[src/rtl/core/event_trace_ring_buffer_assert.svh]
// Assertion macros for the trace ring RTL.
// No dependencies; included by etrb_datapath, the module that carries assertions.
`ifndef EVENT_TRACE_RING_BUFFER_ASSERT_SVH
`define EVENT_TRACE_RING_BUFFER_ASSERT_SVH

// Same-cycle implication, masked during reset.
`define ETRB_ASSERT_NOW(label, clk, rst, ante, cons, msg) \
   label: assert property (@(posedge clk) disable iff (rst) (ante) |-> (cons)) \
      else $error(msg);

// Next-cycle implication, masked during reset.
`define ETRB_ASSERT_NEXT(label, clk, rst, ante, cons, msg) \
   label: assert property (@(posedge clk) disable iff (rst) (ante) |=> (cons)) \
      else $error(msg);

`endif

[src/rtl/core/etrb_pkg.sv]
// Shared types and constants for the event trace ring.
// No dependencies; imported by etrb_ctrl, etrb_datapath and the top module.
package etrb_pkg;

   localparam int RING_DEPTH = 32;
   localparam int IDX_W      = (RING_DEPTH > 1) ? $clog2(RING_DEPTH) : 1;
   localparam int CNT_W      = $clog2(RING_DEPTH + 1);
   localparam int LIVE_W     = 7;
   localparam int CAP_W      = 7;
   localparam int MASK_W     = 8;
   localparam logic [MASK_W-1:0] CAT_ALL = 8'hFF;

   typedef enum logic [2:0] {
      KIND_RECORD   = 3'd0,
      KIND_START    = 3'd1,
      KIND_STOP     = 3'd2,
      KIND_FREEZE   = 3'd3,
      KIND_RESET    = 3'd4,
      KIND_SNAPSHOT = 3'd5
   } kind_type;

   typedef enum logic [1:0] {
      ST_IDLE,
      ST_SNAP_READ,
      ST_SNAP_LOAD,
      ST_SNAP_INFO
   } state_type;

   typedef struct packed {
      logic [31:0] sequence_num;
      logic [31:0] stamp;
      logic [15:0] thread;
      logic [15:0] event_code;
      logic [31:0] first_arg;
      logic [31:0] second_arg;
   } slot_type;

   localparam int SLOT_W = $bits(slot_type);

   typedef struct packed {
      logic record;
      logic start;
      logic stop;
      logic freeze;
      logic clear;
      logic snap_begin;
      logic read;
      logic load_rec;
      logic load_info;
   } ctrl_cmd_type;

   typedef struct packed {
      logic snap_empty;
      logic snap_last;
      logic out_free;
   } ctrl_status_type;

endpackage

[src/rtl/core/etrb_ctrl.sv]
// Controller for the trace ring: decodes items and sequences snapshot reads.
// Depends on etrb_pkg; drives commands into etrb_datapath.
module etrb_ctrl
   import etrb_pkg::*;
(
   input  logic            clock,
   input  logic            reset,
   input  logic            req_valid,
   output logic            req_stall,
   input  logic [2:0]      req_kind,
   input  ctrl_status_type status,
   output ctrl_cmd_type    cmd
);

   state_type state_ff;
   state_type state_in;
   logic      accept;

   assign accept = req_valid && (state_ff == ST_IDLE);

   always_comb begin
      state_in = state_ff;
      case (state_ff)
         ST_IDLE: begin
            if (accept && (req_kind == KIND_SNAPSHOT)) begin
               state_in = ST_SNAP_READ;
            end
         end
         ST_SNAP_READ: begin
            state_in = status.snap_empty ? ST_SNAP_INFO : ST_SNAP_LOAD;
         end
         ST_SNAP_LOAD: begin
            if (status.out_free) begin
               state_in = status.snap_last ? ST_IDLE : ST_SNAP_READ;
            end
         end
         ST_SNAP_INFO: begin
            if (status.out_free) begin
               state_in = ST_IDLE;
            end
         end
         default: begin
            state_in = ST_IDLE;
         end
      endcase
   end

   always_comb begin
      cmd       = '0;
      req_stall = (state_ff != ST_IDLE);
      if (accept) begin
         case (req_kind)
            KIND_RECORD:   cmd.record     = 1'b1;
            KIND_START:    cmd.start      = 1'b1;
            KIND_STOP:     cmd.stop       = 1'b1;
            KIND_FREEZE:   cmd.freeze     = 1'b1;
            KIND_RESET:    cmd.clear      = 1'b1;
            KIND_SNAPSHOT: cmd.snap_begin = 1'b1;
            default:       cmd            = '0;
         endcase
      end
      cmd.read      = (state_ff == ST_SNAP_READ) && !status.snap_empty;
      cmd.load_rec  = (state_ff == ST_SNAP_LOAD) && status.out_free;
      cmd.load_info = (state_ff == ST_SNAP_INFO) && status.out_free;
   end

   always_ff @(posedge clock) begin
      if (reset) begin
         state_ff <= ST_IDLE;
      end else begin
         state_ff <= state_in;
      end
   end

endmodule

[config.mk]
export PLATFORM = sky130hd
export DESIGN_NAME = etrb_ctrl
export DESIGN_NICKNAME = d
export VERILOG_FILES = /design/src/rtl/core/event_trace_ring_buffer_assert.svh /design/src/rtl/core/etrb_pkg.sv /design/src/rtl/core/etrb_ctrl.sv
export SDC_FILE = /design/constraint.sdc
export NUM_CORES = 1
export LEC_CHECK = 0
export BUFFER_PORTS_ARGS = -buffer_cell sky130_fd_sc_hd__buf_2
export CAP_MARGIN = 40
export CORE_AREA = 10 10 47 49
export DETAILED_ROUTE_END_ITERATION = 16
export DIE_AREA = 0 0 57 59
export HOLD_SLACK_MARGIN = 0.08
export PLACE_DENSITY = 0.49
export SYNTH_ARGS = -nofsm -noshare
export SYNTH_HDL_FRONTEND = slang
export SYNTH_SLANG_ARGS = --single-unit
[constraint.sdc]
create_clock -name clock -period 1.85 [get_ports clock]
set_clock_uncertainty 0.1 [all_clocks]
set_input_delay 0.37 -clock clock [delete_from_list [all_inputs] [get_ports clock]]
set_output_delay 0.37 -clock clock [all_outputs]
set_load 0.005 [all_outputs]
After elaboration in Yosys (flattened, before gate mapping)
Cells that the tools add are included.
{"block": "word_totals", "reg_bits": 2, "inputBits": 9, "out_inout_bits": 10}
{"block": "classes", "eq_ne": 11, "mux": 13, "reduce_logical": 10}
{"operator": "9-bit two-way mux", "n": 1}
{"operator": "1-bit two-way mux", "n": 8}
{"operator": "2-bit case mux with 4 select lines", "n": 1}
{"operator": "3-bit by 2-bit == test with 1-bit output, second input constant", "n": 2}
{"operator": "3-bit == test, second input constant", "n": 2}
{"operator": "2-bit two-way mux", "n": 3}
{"operator": "1-bit logical AND", "n": 5}
{"operator": "2-bit == test, second input constant", "n": 2}
{"operator": "2-bit inequality test, second input constant", "n": 2}
{"operator": "3-bit by 1-bit == test with 1-bit output, second input constant", "n": 1}
{"operator": "3-bit logical NOT", "n": 1}
{"operator": "3-bit AND reduction", "n": 1}
{"operator": "2-bit by 1-bit == test with 1-bit output, second input constant", "n": 1}
{"operator": "2-bit logical NOT", "n": 1}
{"operator": "2-bit by 1-bit inequality test with 1-bit output, second input constant", "n": 1}
{"operator": "2-bit nonzero test", "n": 1}
{"operator": "1-bit logical NOT", "n": 1}

Depth between registers and ports, before layout
Gate-level depths: netlist (run 1).
{"block": "logic_depth", "depth_word": 5, "depth_mapped": 4}

Worst setup path after synthesis (run 1)
Ideal clock, no wire load.
{"block": "synth_path", "path_type": "register to output", "startpoint": "register state_ff[0]", "endpoint": "output port cmd[4] (netlist name)", "arrival_time_ns": 1.018, "path_slack_ns": 0.362, "path_stages_with_launch": 4, "path_buffers": 1, "cell_sequence": "dfxtp_1 or2_1 clkbuf_1 nor4b_1"}
{"item": "start: declaration", "line_no": "etrb_ctrl.sv:15", "text": "state_type state_ff;"}
{"item": "start signal: assignment", "line_no": "etrb_ctrl.sv:71", "text": "state_ff <= state_in;"}
{"item": "end: declaration", "line_no": "etrb_ctrl.sv:12", "text": "output ctrl_cmd_type cmd"}

==> metrics.yaml, run 1 <==
arrival_ns: 1.31
port_buffers: 18
p_leak_nw: 0.173
io-pin-count: 19
cp_cell_sequence: "nand4bb_1, or3b_4, inv_2, buf_6"
synth_sequential_area_ratio_pct: 24.1
drive_above_1_share_pct: 62.2
tritoncts: "done"
clk_pin_slew_worst_paths_ns: 0.03
die_x_um: 57
worst_setup_path_start_kind: "flop"
layout_top_registers: "state_ff: 2 flops"
power_density_nw_per_um2: 547
critical_path_peak_fanout: 5
final-max-slew-violation-count: 0
path_class: "flop to primary output"
placementRows: 14
detail_route.vias_per_cell: 4.03
maxSlewHeadroom_pct: 86.2
total_wirelength_of_the_detailed_routed_design_um: 743
die_height_um: 59
clk_latency_ns: 0.22
post_synth_instance_area_sq_um: 166
drtIter0Drc: 6
htreeDepth: 1
timing.final.setup_violations: 0
synth_enable_flop_cells: 0
route.vias.total: 246
globalplace.congestion: 0.542
number_of_global_route_vias_before_repair: 263
async_flop_share_pct: 0
dr.pass1.iters: 4
critical_path.endpoint_type: "primary output"
hp-class: "primary input to flop"
synth_top_area_share_pct: 24.1
synthDistinctLibCells: 17
rsz0062_at_grt: "false"
finalCriticalPeriod_ns: 1.78
critical-path-max-stage-delay_ns: 0.40
fp.coreArea_sq_um: 1400
drv.max_cap_violation_count: 0
largest_register_ffs: 2
groute.usage.overall_pct: 4.36
synth_area_leader_cell: "sky130_fd_sc_hd__dfxtp_1"
numCtsBuffers: 3
vdd_drop_max_v: 0.000160
clock-sinks: 2
hold_vio_cnt_final: 0
starting_utilization_of_the_core_area_pct: 11.9
crit_required_ns: 1.38
path_buf_inv: 2
num_antenna_cells: 0
globalRoute.totalOverflow: 0
finalCritPeriodShare_pct: 96.3
final.setup.worst_slack_ns: 0.0680
antenna_found_initial: 0
routed_wire_length_per_instance_um: 12.2
crit_path_top_delay_cell: "sky130_fd_sc_hd__or3b_4"
max_flop_register: "state_ff"
outcome: "completed"
synth_area_per_cell_sq_um: 7.24
clock_tree.root_cell: "sky130_fd_sc_hd__clkbuf_4"
grt_pass1_wl_um: 1100
nNetsFinal: 56
yosys.cell_count.top_type: "sky130_fd_sc_hd__nand2_1"
place_ws_ns: 0.176
maximum_clock_frequency_ghz: 0.561
synth.ff_latch_count: 2
path_delay_family: "simple AND/OR/NAND/NOR gates"
top_cells_by_area_in_the_synthesized_netlist: "sky130_fd_sc_hd__dfxtp_1 (24%), sky130_fd_sc_hd__nor3b_1 (9.0%), sky130_fd_sc_hd__nor4_1 (7.5%), sky130_fd_sc_hd__nand2_1 (6.8%), sky130_fd_sc_hd__nand4bb_1 (6.8%)"
die_outline_area_sq_um: 3360
syn_to_final_growth_pct: 98.5
remaining_drc_errors: 0
clk_path_buf_depth: 2
ys.warnings.count: 0
max_slew.worst_pin.slew_ns: 0.206
synthTopCellsByCount: "sky130_fd_sc_hd__nand2_1 (3), sky130_fd_sc_hd__dfxtp_1 (2), sky130_fd_sc_hd__nor2_1 (2), sky130_fd_sc_hd__nor3b_1 (2), sky130_fd_sc_hd__nor4_1 (2)"
synth_top_flop_cell: "sky130_fd_sc_hd__dfxtp_1"
post_synth_inst_count: 23
syn-num-nets: 32
detail-route-antenna-nets: 0
largest_net_degree_at_the_start_of_global_routing: 8
final.setup.tns_ns: 0
## metrics by stage
| stage | util [%] | instances | hold slack, ns | power [mW] | cell area, sq um |
|---|---|---|---|---|---|
| 3_3_place_gp | 19.5 | 56 | 0.451 | 0.0795 | 273 |
| 6_report | 23.6 | 61 | 0.212 | 0.181 | 330 |
| 2_1_floorplan | - | 23 | 0.339 | 0.0600 | 166 |
| 5_1_grt | 23.6 | 61 | 0.208 | 0.197 | 330 |
| 3_5_place_dp | 19.5 | 56 | 0.452 | 0.0796 | 273 |
| 4_1_cts | 21.6 | 60 | 0.214 | 0.184 | 303 |
## layout make-up
cell class,count,area (sq um)
clock buffer,3,22.5
fill,174,1070
inverter,1,3.75
multi-input combinational,19,128
sequential,2,45.0
tap,16,20.0
timing repair buffer,20,111
## logic make-up (layout without fill, tap and decap cells)
logic type / Yosys count / count (layout) / synth area share [%]
AO/OA/AOI/OAI: 2 / 2 / 8.27
flip-flops: 2 / 2 / 24.1
buffers and inverters: 2 / 24 / 4.51
AND/OR/NAND/NOR: 17 / 17 / 63.2
## worst register-to-register path, cell delays in order (launching register included)
cell and delay (ns):
sky130_fd_sc_hd__dfxtp_4 0.34, sky130_fd_sc_hd__nand4bb_1 0.20, sky130_fd_sc_hd__or3b_4 0.40, sky130_fd_sc_hd__a31oi_1 0.13
## cell usage in the layout (no fill, tap or decap), types with 2 or more instances in the layout
cell / n
sky130_fd_sc_hd__nand2_1: 3
sky130_fd_sc_hd__nor4_1: 2
sky130_fd_sc_hd__clkbuf_4: 3
sky130_fd_sc_hd__buf_2: 17
sky130_fd_sc_hd__buf_4: 2
sky130_fd_sc_hd__nor3b_1: 2
sky130_fd_sc_hd__nor2_1: 2
## final timing paths
kind | start | slack (ns) | to | cells after the start
setup / recovery | state_ff[1] | 0.07 | cmd[3] | 4
hold / removal | reset | 0.21 | state_ff[0] | 2
setup reg to reg | state_ff[1] | 0.60 | state_ff[0] | 3
hold reg to reg | state_ff[0] | 0.46 | state_ff[0] | 2
## what timing repair did
| item | 4_1_cts | 5_1_grt |
|---|---|---|
| resized for setup | 0 | 7 |
| pin swaps | 1 | 1 |
| gates cloned | 0 | 0 |
| setup endpoints to repair | 1 | 3 |
| buffers inserted | 1 | 1 |
| hold buffers | 0 | 0 |
## routing by layer
metal	wire, um	global-route usage, %
met5	0	0
met4	0	5.03
met3	129	3.86
met2	327	5.27
met1	286	4.03
## report_power, final
group | total [mW] | switching [mW] | internal [mW]
combinational | 0.0373 | 0.0172 | 0.0200
clock | 0.0970 | 0.0254 | 0.0716
sequential | 0.0463 | 0.00199 | 0.0444
Power figures use the tool's default switching activity.
==> inputs of run 2 (changes only) <==
--- a/config.mk
+++ b/config.mk
@@ -5,7 +5,7 @@
 export SDC_FILE = /design/constraint.sdc
 export NUM_CORES = 1
 export LEC_CHECK = 0
-export BUFFER_PORTS_ARGS = -buffer_cell sky130_fd_sc_hd__buf_2
+export BUFFER_PORTS_ARGS = -buffer_cell sky130_fd_sc_hd__buf_4
 export CAP_MARGIN = 40
 export CORE_AREA = 10 10 47 49
 export DETAILED_ROUTE_END_ITERATION = 16
==> metrics.yaml, run 2 (synthesized netlist as in run 1, its figures left out) <==
placementRows: 14  # unchanged
placement.cell_area_sq_um: 318  # was 273 sq um
regToRegEndpoint: "state_ff[0]"  # unchanged
outcome: "completed"  # unchanged
maxSlewHeadroom_pct: 85.1  # was 86.2%
die_x_um: 57  # unchanged
route.vias.total: 255  # was 246
htreeDepth: 1  # unchanged
starting_utilization_of_the_core_area_pct: 11.9  # unchanged
finalCritPeriodShare_pct: 96.3  # about the same
final.setup.tns_ns: 0  # unchanged
io-pin-count: 19  # unchanged
tritoncts: "done"  # unchanged
number_of_global_route_vias_before_repair: 302  # was 263
sequential_cell_area_sq_um: 42.5  # was 45.0 sq um
maximum_clock_frequency_ghz: 0.562  # was 0.561 GHz
largest_register_ffs: 2  # unchanged
min-delay-start: "reset"  # unchanged
antenna_found_initial: 0  # unchanged
groute.usage.overall_pct: 4.84  # was 4.36%
drv.max_cap_violation_count: 0  # unchanged
vdd_drop_max_v: 0.0000994  # was 0.000160 V
num_antenna_cells: 0  # unchanged
timing.hold.worst_endpoint: "state_ff[0]"  # unchanged
dr.pass1.iters: 2  # was 4
stdcell_area_sq_um: 368  # was 330 sq um
finalCriticalPeriod_ns: 1.78  # about the same
max_slew.worst_pin.slew_ns: 0.222  # was 0.206 ns
syn_to_final_growth_pct: 121  # was 98.5%
critical_path.endpoint_type: "primary output"  # unchanged
multiInputGateArea_sq_um: 136  # was 128 sq um
detail-route-antenna-nets: 0  # unchanged
reg2reg_from: "state_ff[1]"  # unchanged
power.share.sequential_pct: 25.1  # was 25.7%
drtIter0Drc: 2  # was 6
worstRegToRegCells: 3  # unchanged
hold_vio_cnt_final: 0  # unchanged
clk_pin_slew_worst_paths_ns: 0.03  # about the same
detail_route.vias_per_cell: 4.25  # was 4.03
final-max-slew-violation-count: 0  # unchanged
worstHoldPathCells: 2  # unchanged
crit_required_ns: 1.38  # about the same
globalRoute.totalOverflow: 0  # unchanged
globalplace.congestion: 0.594  # was 0.542
clk_path_buf_depth: 2  # unchanged
arrival_ns: 1.31  # about the same
routed_wire_length_per_instance_um: 12.0  # was 12.2 um
power_density_nw_per_um2: 517  # was 547 nW/um^2
cp_cell_sequence: "nand4bb_1, or3b_4, inv_1, buf_4"  # was nand4bb_1, or3b_4, inv_2, buf_6
max_flop_register: "state_ff"  # unchanged
clock-sinks: 2  # unchanged
numCtsBuffers: 3  # unchanged
worst_r2r_setup_slack_ns: 0.62  # was 0.60 ns
die_height_um: 59  # unchanged
nNetsFinal: 55  # was 56
p_int_mw: 0.145  # was 0.136 mW
port_buffers: 18  # unchanged
crit_path_top_delay_cell: "sky130_fd_sc_hd__or3b_4"  # unchanged
switchingPower_mw: 0.0454  # was 0.0446 mW
timing.final.setup_violations: 0  # unchanged
worst_setup_path_start_kind: "flop"  # unchanged
grt_pass1_wl_um: 1260  # was 1100 um
critical-path-max-stage-delay_ns: 0.39  # was 0.40 ns
largest_net_degree_at_the_start_of_global_routing: 8  # unchanged
total_wirelength_of_the_detailed_routed_design_um: 721  # was 743 um
clkPwrFrac_pct: 51.1  # was 53.7%
die_outline_area_sq_um: 3360  # unchanged
rsz0062_at_grt: "false"  # unchanged
power.share.switching_pct: 23.9  # was 24.7%
remaining_drc_errors: 0  # unchanged
layout_commonest_cell: "sky130_fd_sc_hd__buf_4"  # was sky130_fd_sc_hd__buf_2
most-common-layout-cells: "sky130_fd_sc_hd__buf_4 (19), sky130_fd_sc_hd__nand2_1 (3), sky130_fd_sc_hd__clkbuf_4 (3)"  # was sky130_fd_sc_hd__buf_2 (17), sky130_fd_sc_hd__nand2_1 (3), sky130_fd_sc_hd__clkbuf_4 (3)
hp-class: "primary input to flop"  # unchanged
path_class: "flop to primary output"  # unchanged
fp.coreArea_sq_um: 1400  # unchanged
clock_tree.root_cell: "sky130_fd_sc_hd__clkbuf_4"  # unchanged
p_leak_nw: 0.176  # was 0.173 nW
critical_path_peak_fanout: 6  # was 5
n_fill_cell: 175  # was 174
portion_of_total_power_attributed_to_combinational_logic_pct: 23.8  # was 20.6%
layout_top_registers: "state_ff: 2 flops"  # unchanged
clk_latency_ns: 0.22  # about the same
drive_above_1_share_pct: 63.6  # was 62.2%
[run 2: cell types whose count changed in the layout (fill, tap and decap cells not counted), sizes merged]
cell  change
buf       -1
[run 2: what timing repair did]
| action | CTS | global route |
|---|---|---|
| setup endpoints to repair | 1 | 5 |
| resized for setup | 0 | 6 |
| buffers inserted | 1 | 0 |
| hold buffers | 0 | 0 |
| pin swaps | 1 | 1 |
[run 2: cell type report]
type / instances / share of cell area [%]
Sequential cell: 2 / 11.6
Clock buffer: 3 / 6.12
Tap cell: 16 / 5.44
Timing Repair Buffer: 19 / 38.8
Inverter: 1 / 1.02
Multi-Input combinational cell: 19 / 37.1
[run 2: per-layer routing]
metal	wire [um]	global-route usage [%]	vias to the layer above
met1	289	4.62	114
met4	0	5.03	0
met5	0	0	-
met3	96	3.43	0
met2	334	6.51	13
li1	-	-	128
[run 2: worst max path at each step]
stage,start,endpoint,slack [ns],cells after the start
finish,state_ff[1],cmd[3],0.07,4
global route,state_ff[1],cmd[3],0.0003,4
CTS,state_ff[0],cmd[4],0.004,3
detailed placement,req_kind[0],cmd[3],0.21,5
global placement,req_kind[0],cmd[3],0.22,5
floorplan,state_ff[0],cmd[4],0.36,3
[run 2: worst max-delay path: cells and delay by family (launching register included)]
kind	cells	cell delay, ns
buf+inv	2	0.16
simple gates	2	0.60
flops	1	0.33
[run 2: through the flow]
stage	total power [mW]	setup slack (ns)	hold WS, ns	utilization [%]	cells
2_1_floorplan	0.0600	0.362	0.339	-	23
3_3_place_gp	0.0877	0.221	0.442	22.7	56
3_5_place_dp	0.0878	0.206	0.442	22.7	56
4_1_cts	0.193	0.00444	0.200	24.8	60
5_1_grt	0.205	0.000307	0.196	26.3	60
6_report	0.190	0.0693	0.200	26.3	60
[run 2: power by group through the flow]
stage          registers (mW)  logic [mW]  clock network (mW)
2_1_floorplan          0.0470      0.0130                   0
3_3_place_gp           0.0479      0.0398                   0
3_5_place_dp           0.0478      0.0400                   0
4_1_cts                0.0473      0.0420               0.104
5_1_grt                0.0480      0.0504               0.106
6_report               0.0477      0.0453              0.0971
